File: src/rtl/wsd_pkg.sv
// Package: shared constants, parser stage type and queue entry type of the WebSocket deframer.
`default_nettype none
package wsd_pkg;

	// Width of the payload length counter.
	localparam int unsigned LEN_BITS = 64;

	// Length codes of the second header byte that announce an extended length.
	localparam logic [6:0] LEN_CODE_16 = 7'd126;
	localparam logic [6:0] LEN_CODE_64 = 7'd127;

	// Bytes of extended length and of mask key, less one.
	localparam logic [2:0] EXT16_LAST = 3'd1;
	localparam logic [2:0] EXT64_LAST = 3'd7;
	localparam logic [2:0] KEY_LAST   = 3'd3;

	// Parser stages.
	typedef enum logic [2:0] {
		ST_HDR0    = 3'd0,
		ST_HDR1    = 3'd1,
		ST_EXTLEN  = 3'd2,
		ST_MASK    = 3'd3,
		ST_PAYLOAD = 3'd4
	} stage_t;

	// One classified byte on its way from the parser to the output stage.
	typedef struct packed {
		logic [7:0] data;
		logic [7:0] key;
		logic [3:0] opcode;
		logic       fin;
		logic       last;
		logic       empty;
	} entry_t;

endpackage
`default_nettype wire

File: src/rtl/wsd_in_if.sv
// Interface: input channel carrying one received stream byte per request.
`default_nettype none
interface wsd_in_if;
	logic       valid;
	logic       ready;
	logic [7:0] rx_byte;

	modport source (output valid, output rx_byte, input ready);
	modport sink (input valid, input rx_byte, output ready);
endinterface
`default_nettype wire

File: src/rtl/wsd_out_if.sv
// Interface: output channel carrying one unmasked payload result per request.
`default_nettype none
interface wsd_out_if;
	logic       valid;
	logic       ready;
	logic [7:0] data_byte;
	logic [3:0] opcode;
	logic       fin;
	logic       last_of_frame;
	logic       empty_frame;

	modport source (output valid, output data_byte, output opcode, output fin,
		output last_of_frame, output empty_frame, input ready);
	modport sink (input valid, input data_byte, input opcode, input fin,
		input last_of_frame, input empty_frame, output ready);
endinterface
`default_nettype wire

File: src/rtl/wsd_front.sv
// Module: header parser that classifies each received byte and queues payload and empty-frame results.
`default_nettype none
module wsd_front
	import wsd_pkg::*;
(
	input  wire logic   clk,
	input  wire logic   arst_n,
	input  wire logic   in_valid,
	input  wire logic [7:0] in_byte,
	output logic        in_ready,
	input  wire logic   q_full,
	output logic        q_push,
	output entry_t      q_entry
);

	stage_t                stage_q, stage_d;
	logic                  fin_q, fin_d;
	logic [3:0]            opcode_q, opcode_d;
	logic                  masked_q, masked_d;
	logic                  len16_q, len16_d;
	logic [LEN_BITS-1:0]   rem_q, rem_d;
	logic [2:0]            cnt_q, cnt_d;
	logic [3:0][7:0]       key_q, key_d;
	logic [1:0]            kidx_q, kidx_d;

	logic                  accept;
	logic [LEN_BITS-1:0]   len_shift;
	logic [LEN_BITS-1:0]   rem_dec;
	logic                  ext_done;

	assign in_ready = !q_full;
	assign accept   = in_valid && !q_full;

	// Extended length shifts in big-endian, saturating when it would overflow.
	always_comb begin
		if (rem_q[LEN_BITS-1 -: 8] != 8'd0) begin
			len_shift = '1;
		end else begin
			len_shift = {rem_q[LEN_BITS-9:0], in_byte};
		end
	end

	assign rem_dec  = rem_q - LEN_BITS'(1);
	assign ext_done = len16_q ? (cnt_q == EXT16_LAST) : (cnt_q == EXT64_LAST);

	// Parser next state and queue entry.
	always_comb begin
		stage_d  = stage_q;
		fin_d    = fin_q;
		opcode_d = opcode_q;
		masked_d = masked_q;
		len16_d  = len16_q;
		rem_d    = rem_q;
		cnt_d    = cnt_q;
		key_d    = key_q;
		kidx_d   = kidx_q;
		q_push   = 1'b0;
		q_entry  = '{data: 8'd0, key: 8'd0, opcode: opcode_q, fin: fin_q,
			last: 1'b1, empty: 1'b1};
		if (accept) begin
			case (stage_q)
				ST_HDR1: begin
					masked_d = in_byte[7];
					len16_d  = (in_byte[6:0] == LEN_CODE_16);
					cnt_d    = 3'd0;
					if (in_byte[6:0] == LEN_CODE_16 || in_byte[6:0] == LEN_CODE_64) begin
						rem_d   = '0;
						stage_d = ST_EXTLEN;
					end else begin
						rem_d = LEN_BITS'(in_byte[6:0]);
						if (in_byte[7]) begin
							stage_d = ST_MASK;
						end else begin
							kidx_d = 2'd0;
							if (in_byte[6:0] == 7'd0) begin
								stage_d = ST_HDR0;
								q_push  = 1'b1;
							end else begin
								stage_d = ST_PAYLOAD;
							end
						end
					end
				end
				ST_EXTLEN: begin
					rem_d = len_shift;
					if (ext_done) begin
						cnt_d = 3'd0;
						if (masked_q) begin
							stage_d = ST_MASK;
						end else begin
							kidx_d = 2'd0;
							if (len_shift == '0) begin
								stage_d = ST_HDR0;
								q_push  = 1'b1;
							end else begin
								stage_d = ST_PAYLOAD;
							end
						end
					end else begin
						cnt_d = cnt_q + 3'd1;
					end
				end
				ST_MASK: begin
					key_d = {key_q[2:0], in_byte};
					if (cnt_q >= KEY_LAST) begin
						kidx_d = 2'd0;
						if (rem_q == '0) begin
							stage_d = ST_HDR0;
							q_push  = 1'b1;
						end else begin
							stage_d = ST_PAYLOAD;
						end
					end else begin
						cnt_d = cnt_q + 3'd1;
					end
				end
				ST_PAYLOAD: begin
					kidx_d       = kidx_q + 2'd1;
					rem_d        = rem_dec;
					q_push       = 1'b1;
					q_entry.data = in_byte;
					q_entry.key  = masked_q ? key_q[2'd3 - kidx_q] : 8'd0;
					q_entry.last = (rem_dec == '0);
					q_entry.empty = 1'b0;
					if (rem_dec == '0) begin
						stage_d = ST_HDR0;
					end
				end
				default: begin
					fin_d    = in_byte[7];
					opcode_d = in_byte[3:0];
					stage_d  = ST_HDR1;
				end
			endcase
		end
	end

	// Parser registers.
	always_ff @(posedge clk or negedge arst_n) begin
		if (!arst_n) begin
			stage_q  <= ST_HDR0;
			fin_q    <= 1'b0;
			opcode_q <= 4'd0;
			masked_q <= 1'b0;
			len16_q  <= 1'b0;
			rem_q    <= '0;
			cnt_q    <= 3'd0;
			key_q    <= '0;
			kidx_q   <= 2'd0;
		end else begin
			stage_q  <= stage_d;
			fin_q    <= fin_d;
			opcode_q <= opcode_d;
			masked_q <= masked_d;
			len16_q  <= len16_d;
			rem_q    <= rem_d;
			cnt_q    <= cnt_d;
			key_q    <= key_d;
			kidx_q   <= kidx_d;
		end
	end

endmodule
`default_nettype wire

File: src/rtl/wsd_fifo.sv
// Module: two-entry queue between the header parser and the output stage.
`default_nettype none
module wsd_fifo
	import wsd_pkg::*;
(
	input  wire logic   clk,
	input  wire logic   arst_n,
	input  wire logic   push,
	input  wire entry_t push_entry,
	output logic        full,
	input  wire logic   pop,
	output entry_t      pop_entry,
	output logic        not_empty
);

	entry_t     mem_q [2];
	logic       wr_ptr_q;
	logic       rd_ptr_q;
	logic [1:0] count_q;

	assign full      = (count_q == 2'd2);
	assign not_empty = (count_q != 2'd0);
	assign pop_entry = mem_q[rd_ptr_q];

	// Entry storage.
	always_ff @(posedge clk) begin
		if (push) begin
			mem_q[wr_ptr_q] <= push_entry;
		end
	end

	// Pointers and fill count.
	always_ff @(posedge clk or negedge arst_n) begin
		if (!arst_n) begin
			wr_ptr_q <= 1'b0;
			rd_ptr_q <= 1'b0;
			count_q  <= 2'd0;
		end else begin
			if (push) begin
				wr_ptr_q <= !wr_ptr_q;
			end
			if (pop) begin
				rd_ptr_q <= !rd_ptr_q;
			end
			if (push && !pop) begin
				count_q <= count_q + 2'd1;
			end else if (pop && !push) begin
				count_q <= count_q - 2'd1;
			end
		end
	end

endmodule
`default_nettype wire

File: src/rtl/wsd_back.sv
// Module: output stage that unmasks queued payload bytes into the result register.
`default_nettype none
module wsd_back
	import wsd_pkg::*;
(
	input  wire logic   clk,
	input  wire logic   arst_n,
	input  wire logic   q_not_empty,
	input  wire entry_t q_entry,
	output logic        q_pop,
	wsd_out_if.source   tx
);

	logic       valid_q;
	logic [7:0] data_q;
	logic [3:0] opcode_q;
	logic       fin_q;
	logic       last_q;
	logic       empty_q;

	// Take the next entry when the result register is free or being emptied.
	assign q_pop = q_not_empty && (!valid_q || tx.ready);

	always_ff @(posedge clk or negedge arst_n) begin
		if (!arst_n) begin
			valid_q <= 1'b0;
		end else if (q_pop) begin
			valid_q <= 1'b1;
		end else if (tx.ready) begin
			valid_q <= 1'b0;
		end
	end

	// Result payload, unmasked on load.
	always_ff @(posedge clk) begin
		if (q_pop) begin
			data_q   <= q_entry.data ^ q_entry.key;
			opcode_q <= q_entry.opcode;
			fin_q    <= q_entry.fin;
			last_q   <= q_entry.last;
			empty_q  <= q_entry.empty;
		end
	end

	assign tx.valid         = valid_q;
	assign tx.data_byte     = data_q;
	assign tx.opcode        = opcode_q;
	assign tx.fin           = fin_q;
	assign tx.last_of_frame = last_q;
	assign tx.empty_frame   = empty_q;

endmodule
`default_nettype wire

File: src/rtl/websocket_frame_deframer_core.sv
// Top level: WebSocket receive deframer taking one stream byte per cycle while not stalled.
// Throughput: one byte per cycle unless the queue is full; header bytes give no result.
// Path: a payload or empty-frame result is written into the parser-to-output queue at
// the edge that accepts its byte, then loaded into the result register when it frees;
// input stalls while the queue holds two requests, as when the output is held.
// Reset: asynchronous, clears the parser, empties the queue and drops the result.
`default_nettype none
module websocket_frame_deframer_core
	import wsd_pkg::*;
(
	input  wire logic clk,
	input  wire logic arst_n,
	wsd_in_if.sink    rx,
	wsd_out_if.source tx
);

	logic   q_full;
	logic   q_push;
	entry_t q_push_entry;
	logic   q_pop;
	entry_t q_pop_entry;
	logic   q_not_empty;
	logic   rx_ready;

	assign rx.ready = rx_ready;

	// Header parser.
	wsd_front u_front (
		.clk      (clk),
		.arst_n   (arst_n),
		.in_valid (rx.valid),
		.in_byte  (rx.rx_byte),
		.in_ready (rx_ready),
		.q_full   (q_full),
		.q_push   (q_push),
		.q_entry  (q_push_entry)
	);

	// Queue between parser and output stage.
	wsd_fifo u_fifo (
		.clk        (clk),
		.arst_n     (arst_n),
		.push       (q_push),
		.push_entry (q_push_entry),
		.full       (q_full),
		.pop        (q_pop),
		.pop_entry  (q_pop_entry),
		.not_empty  (q_not_empty)
	);

	// Unmasking and result register.
	wsd_back u_back (
		.clk         (clk),
		.arst_n      (arst_n),
		.q_not_empty (q_not_empty),
		.q_entry     (q_pop_entry),
		.q_pop       (q_pop),
		.tx          (tx)
	);

endmodule
`default_nettype wire

File: src/flat_wrapper.sv
// flat-port wrapper written by rule: the top's interface ports become plain ports
module websocket_frame_deframer_core_flat import wsd_pkg::*;
  (clk, arst_n, rx_valid, rx_rx_byte, rx_ready, tx_valid, tx_data_byte, tx_opcode, tx_fin, tx_last_of_frame, tx_empty_frame, tx_ready);
  wsd_in_if rx_i ();
  wsd_out_if tx_i ();
  input  wire logic clk;
  input  wire logic arst_n;
  input wire logic [$bits(rx_i.valid)-1:0] rx_valid;
  input wire logic [$bits(rx_i.rx_byte)-1:0] rx_rx_byte;
  output wire logic [$bits(rx_i.ready)-1:0] rx_ready;
  output wire logic [$bits(tx_i.valid)-1:0] tx_valid;
  output wire logic [$bits(tx_i.data_byte)-1:0] tx_data_byte;
  output wire logic [$bits(tx_i.opcode)-1:0] tx_opcode;
  output wire logic [$bits(tx_i.fin)-1:0] tx_fin;
  output wire logic [$bits(tx_i.last_of_frame)-1:0] tx_last_of_frame;
  output wire logic [$bits(tx_i.empty_frame)-1:0] tx_empty_frame;
  input wire logic [$bits(tx_i.ready)-1:0] tx_ready;
  assign rx_i.valid = rx_valid;
  assign rx_i.rx_byte = rx_rx_byte;
  assign rx_ready = rx_i.ready;
  assign tx_valid = tx_i.valid;
  assign tx_data_byte = tx_i.data_byte;
  assign tx_opcode = tx_i.opcode;
  assign tx_fin = tx_i.fin;
  assign tx_last_of_frame = tx_i.last_of_frame;
  assign tx_empty_frame = tx_i.empty_frame;
  assign tx_i.ready = tx_ready;
  websocket_frame_deframer_core u_core (.clk(clk), .arst_n(arst_n), .rx(rx_i), .tx(tx_i));
endmodule
File: config.mk
export PLATFORM = sky130hd
export DESIGN_NAME = websocket_frame_deframer_core_flat
export DESIGN_NICKNAME = d
export VERILOG_FILES = /design/src/rtl/wsd_pkg.sv /design/src/rtl/wsd_in_if.sv /design/src/rtl/wsd_out_if.sv /design/src/rtl/wsd_front.sv /design/src/rtl/wsd_fifo.sv /design/src/rtl/wsd_back.sv /design/src/rtl/websocket_frame_deframer_core.sv /design/src/flat_wrapper.sv
export SDC_FILE = /design/constraint.sdc
export NUM_CORES = 1
export LEC_CHECK = 0
export BUFFER_PORTS_ARGS = -buffer_cell sky130_fd_sc_hd__buf_2
export CORE_UTILIZATION = 45
export DETAILED_ROUTE_END_ITERATION = 10
export GPL_TIMING_DRIVEN = 0
export PLACE_DENSITY_LB_ADDON = 0.12
export SYNTH_ARGS = -nofsm -noshare
export SYNTH_HDL_FRONTEND = slang
export SYNTH_SLANG_ARGS = --single-unit
File: constraint.sdc
create_clock -name clk -period 5.2 [get_ports clk]
set_clock_uncertainty 0.15 [all_clocks]
set_input_delay 0.78 -clock clk [delete_from_list [all_inputs] [get_ports clk]]
set_output_delay 0.78 -clock clk [all_outputs]
set_load 0.01 [all_outputs]
# == After elaboration in Yosys (flattened, before gate mapping) ==
# Memories as Yosys holds them, arrays and structs flattened.
# Index checks and enable logic that the tools add are counted.
# totals
reg_bits,131
mem_bits_rw,46
inputBits,12
out_inout_bits,17
wordCells,125
n_memories,1
# classes
add_sub_neg,6
order_cmp,2
n_eq_ne,16
mux,46
n_bitwise,2
reduce_logical,31
# mem_list
name,depth,width,read_ports,rd_clocked_by_memory_dff,write_ports,line_no,rtl
u_core.u_fifo.mem_q,2,23,1,0,1,wsd_fifo.sv:16,entry_t mem_q [2];
# ops
cell,n
64-bit zero test,3
64-bit case mux with 3 select lines,1
64-bit two-way mux,1
"64-bit by 1-bit subtractor with 64-bit output, second input constant",1
3-bit two-way mux,11
16-bit two-way mux,2
2-bit two-way mux,9
8-bit binary-select mux with 2-bit select,1
8-bit two-way mux,2
"7-bit == test, second input constant",2
1-bit two-way mux,14
"2-bit != test, second input constant",7
3-bit case mux with 4 select lines,1
3-bit case mux with 3 select lines,1
2-bit case mux with 4 select lines,1
2-bit AND reduction,4
8-bit nonzero test,1
8-bit XOR,1
7-bit zero test,1
7-bit two-way mux,1
7-bit AND reduction,1
"3-bit by 1-bit == test with 1-bit output, second input constant",2
"3-bit by 2-bit == test with 1-bit output, second input constant",2
"3-bit == test, second input constant",2
18 further kinds,31

# == Depth between registers and ports, before layout ==
# logic_depth
ltp_word,12
ltp_mapped,12
ltp_nobuf,11

# == Hierarchy ==
# A second synthesis with hierarchy kept.
# hier_totals
cells_unflattened,1001
area_unflattened_um2,10073.4
# modules_own_cells
module,n_inst,cells_per_inst,area_each_um2,seq_area_each_um2
wsd_front,1,886,7557.2,2777.7
wsd_fifo,1,88,1951.9,1481.4
wsd_back,1,27,564.3,475.5

# == Least setup slack after synthesis ==
# OpenSTA, ideal clock, no wires.
# synth_timing
path_type,flip-flop to flip-flop
startpoint,register u_core.u_front.rem_q[57]
endpoint,"memory u_core.u_fifo.mem_q[0][0] in the netlist's numbering, enable pin"
setup_ns,0.432
arrival_time_ns,3.814
required_ns,4.618
slack_ns,0.804
stages_incl_launch_ff,9
path_buffers,1
period_less_slack_ns,4.396
path_cell_list,dfrtp_1 or2_2 or3_1 or3_1 or2_2 clkbuf_1 nor4_1 a21oi_1 nor3_1
# synth_between
elab_chain_cells,10
word_cells_on_any_way,13
cone_classes,mux: 10; reduce/logical: 3
# synth_lines
element,line_no,rtl
"start, declared",wsd_front.sv:21,"logic [LEN_BITS-1:0] rem_q, rem_d;"
"start signal, assigned",wsd_front.sv:156,rem_q <= rem_d;
8-bit nonzero test,wsd_front.sv:36,if (rem_q[LEN_BITS-1 -: 8] != 8'd0) begin
64-bit two-way mux,wsd_front.sv:36,
64-bit zero test,wsd_front.sv:92,if (len_shift == '0) begin
1-bit two-way mux,wsd_front.sv:92,
1-bit two-way mux,wsd_front.sv:88,if (masked_q) begin
1-bit two-way mux,wsd_front.sv:86,if (ext_done) begin
1-bit case mux with 4 select lines (*),wsd_front.sv:61,case (stage_q)
1-bit two-way mux (*),wsd_front.sv:60,if (accept) begin
1-bit two-way mux (*),wsd_fifo.sv:27,if (push) begin
1-bit two-way mux (implied by the code) (*),wsd_fifo.sv:28,mem_q[wr_ptr_q] <= push_entry;
"end, declared",wsd_fifo.sv:16,
# Every way passes the cells marked *; elsewhere a longest branch is shown, timed or not.

# == Worst setup path in the final report ==
# layout_timing
startpoint,register u_core.u_front.rem_q[17]
endpoint,"memory u_core.u_fifo.mem_q[1][14] in the netlist's numbering, enable pin"
# layout_between
elab_chain_cells,9
word_cells_on_any_way,12
cone_classes,mux: 10; reduce/logical: 2
# layout_lines
element,line_no,rtl
64-bit two-way mux,wsd_front.sv:36,
64-bit zero test,wsd_front.sv:92,
1-bit two-way mux,wsd_front.sv:92,
1-bit two-way mux,wsd_front.sv:88,
1-bit two-way mux,wsd_front.sv:86,
1-bit case mux with 4 select lines (*),wsd_front.sv:61,
1-bit two-way mux (*),wsd_front.sv:60,
via u_core.q_push,websocket_frame_deframer_core.sv:18,logic q_push;
1-bit two-way mux (*),wsd_fifo.sv:27,
1-bit two-way mux (implied by the code) (*),wsd_fifo.sv:28,
# Mark *: on every way through the listed nets, which the timed path passes. The rest lies on a longest branch.

==> run metrics <==
drt wl/cell 25.4 um; CTS H-tree depth 4; Post-Place Cell Area 10700 um^2; clk sinks 177; Seq cells post-synth 177; final hold vios 0; post-synth cell types 66; PnR worst setup slack 0.477 ns; utilization after layout 51.3%; failing checks DRC; Worst EP arrival 4.63 ns; CTS Buf Count 17; most frequent cells in the layout o21ai_0 (126), dfrtp_1 (116), nand2_1 (79), clkbuf_1 (67), nor2_1 (67); ordered list of cells on the worst path buf_6, nor4_1, nand4_1, or3_1, nor4_1, a21oi_1, nor2_1, and2_1; Primary FF master, synth dfrtp_1; post_cts resized 0; first-pass GRT wire length 54100 um; Non-Filler Instances 1380; PwrDens 586 nW/um^2; global placer's final weighted congestion 1.00; fraction of layout cells with a size suffix above 1 13.2%; post-route minimum period 4.72 ns; share of the synthesized area in the top cell type 28.7%; root buf cell clkbuf_16; # port buffers 27; final net count 1105; CTS Buffer Depth 2; Syn Inst Count 1038; Clock Pin Slew Worst Setup and Hold Paths 0.09 ns; most area-consuming cells after synthesis dfrtp_1 (29%), edfxtp_1 (18%), o21ai_0 (6.2%), mux2_2 (5.1%), nand2_1 (2.9%); Crit path depth 8; x dimension of the die 152 um; DRC viols 11; max cap viols 0; RSZ-0062 raised after global routing false; via density per instance 6.68; syn_nets 1056; fillers 1999; Avg Inst Size Synth 9.75 um^2; startpoint types register; CP Capture Type register; Worst R2R Setup Slack 0.48 ns; TritonCTS clock tree yes; critical path's top delay family simple AND/OR/NAND/NOR gates; critical path's slowest cell nor4_1; most common library cell in the layout ignoring fill and taps o21ai_0; Via Count 9213; Reg2Reg Depth 8; Setup crit start u_core.u_front.rem_q[17]; GRT overflow 0; synthesized area 10100 um^2; relative slew slack 12.3%; # rows 54; CP peak stage delay 0.91 ns; Routed Wire Length 35100 um; hpwl dp 24500 um; final instance area 11300 um^2; Ports 29; Pwr Total 6.60 mW; fmax 212 MHz; DRT iter0 DRCs 1236; setup TNS 0 ns; Final setup viols 0; worst path bufs/invs 1; status complete, but fails checks; Data required, critical path 5.11 ns; initial antenna violation count 0; Hold Path Class in2async; Worst VDD drop 0.000265 V; worst setup path category reg2reg; Std-Cell Core Area 22000 um^2; Post-synth EDFFs 61; Die Height 152 um; Worst-Margin Slew 1.30 ns; largest net degree at the start of global routing 83; Layout area overhead 11.3%; vias in the first global route 8716; Die ar. 23100 um^2; Post-DRT Antenna Nets 0; Yosys warnings 0; most used cell, CP nor4_1; GRT Overall Usage 31.2%; Async S/R FF share, synth 65.5%; Lkg Pwr 4.39 nW; Reg2Reg Capture Point u_core.u_fifo.mem_q[1][14]; drt pass-1 iters 9; Post-CTS Setup Inserts 0; RR Startpoint u_core.u_front.rem_q[17]; ANT cells 0; worst-path maximum fanout 23; Hold Slack 0.0632 ns; Starting Density 46.1%; placed insts 1348; pre-CTS setup slack 0.532 ns; Clock Latency Late Sink 0.45 ns; Final period util 90.8%; post-synthesis sequential area ratio 46.8%; hold_buf cts 0; final slew viol count 0; leading area contributor after synthesis dfrtp_1
power breakdown:
group	leakage (nW)	switching, mW	internal [mW]
Clock	0.293	0.671	0.654
Sequential	2.11	0.332	1.85
Combinational	1.99	2.16	0.942
cell type report:
type	instances	area, um^2	area share, %
Inverter	21	78.8	0.700
Timing Repair Buffer	30	188	1.67
Tap cell	280	350	3.11
Clock buffer	17	425	3.78
Multi-Input combinational cell	762	4990	44.4
Buffer	78	318	2.82
Sequential cell	177	4730	42.0
Clock inverter	15	171	1.52
kinds of logic after synthesis:
family | count (synthesis) | share of synthesized area [%]
adders and majority gates | 6 | 0.742
DFF | 177 | 46.8
buffers and inverters | 99 | 3.92
muxes | 55 | 7.00
and+or+nand+nor | 359 | 19.3
AOI/OAI and AO/OA | 303 | 18.9
xor gates and xnor gates | 39 | 3.37
cells in the mapped netlist (8+ instances only):
library cell and n:
mux2_2 46, o31a_1 18, clkbuf_1 67, or3_1 21, o22ai_1 13, o31ai_1 18, dfrtp_1 116, inv_1 21
a22o_1 23, nor2_1 67, o21ai_0 126, o41ai_1 12, xnor2_1 23, nand4_1 26, or2_2 8, a21oi_1 44
or4_1 16, xor2_1 16, nand2_1 79, nand2b_1 10, nand3_1 17, mux4_2 8, and3_1 18, a31oi_1 9
edfxtp_1 61, nor4_1 32, nor3_1 33
flip-flops by register name (all words and copies together) (netlist names):
register                        flops
u_core.u_front.opcode_q             4
u_core.u_back.tx.opcode             4
u_core.u_front.stage_q              3
u_core.u_front.cnt_q                3
u_core.u_front.key_q               32
u_core.u_back.tx.last_of_frame      1
u_core.u_back.tx.data_byte          8
u_core.u_front.rem_q               64
u_core.u_fifo.mem_q                46
u_core.u_front.len16_q              1
u_core.u_front.masked_q             1
u_core.u_front.kidx_q               2
u_core.u_back.tx.valid              1
u_core.u_front.fin_q                1
u_core.u_back.tx.fin                1
u_core.u_fifo.rd_ptr_q              1
u_core.u_fifo.wr_ptr_q              1
u_core.u_fifo.count_q               2
u_core.u_back.tx.empty_frame        1
worst reg2reg max path, delay by kind of cell, from the launching register on:
kind                   cells  cell delay [ns]
AND/OR/NAND/NOR            6             3.43
flip-flops                 1             0.38
AO/OA/AOI/OAI              1             0.23
buffers and inverters      1             0.14
worst max path at each step:
stage                            endpoint  slack, ns
2_1_floorplan   u_core.u_fifo.mem_q[0][0]       0.80
3_3_place_gp   u_core.u_fifo.mem_q[0][20]      -0.90
3_5_place_dp   u_core.u_fifo.mem_q[1][20]       0.53
4_1_cts        u_core.u_fifo.mem_q[1][14]       0.49
5_1_grt        u_core.u_fifo.mem_q[1][14]       0.17
6_report       u_core.u_fifo.mem_q[1][14]       0.48
layer usage:
| metal | wire (um) | up-vias | track usage (%) |
|---|---|---|---|
| met4 | 1220 | 0 | 12.7 |
| met5 | 0 | - | 0 |
| met2 | 14600 | 562 | 44.1 |
| li1 | - | 4043 | - |
| met3 | 3650 | 107 | 7.36 |
| met1 | 15600 | 4501 | 45.6 |
Note: power is estimated with default switching activity, not from simulation.
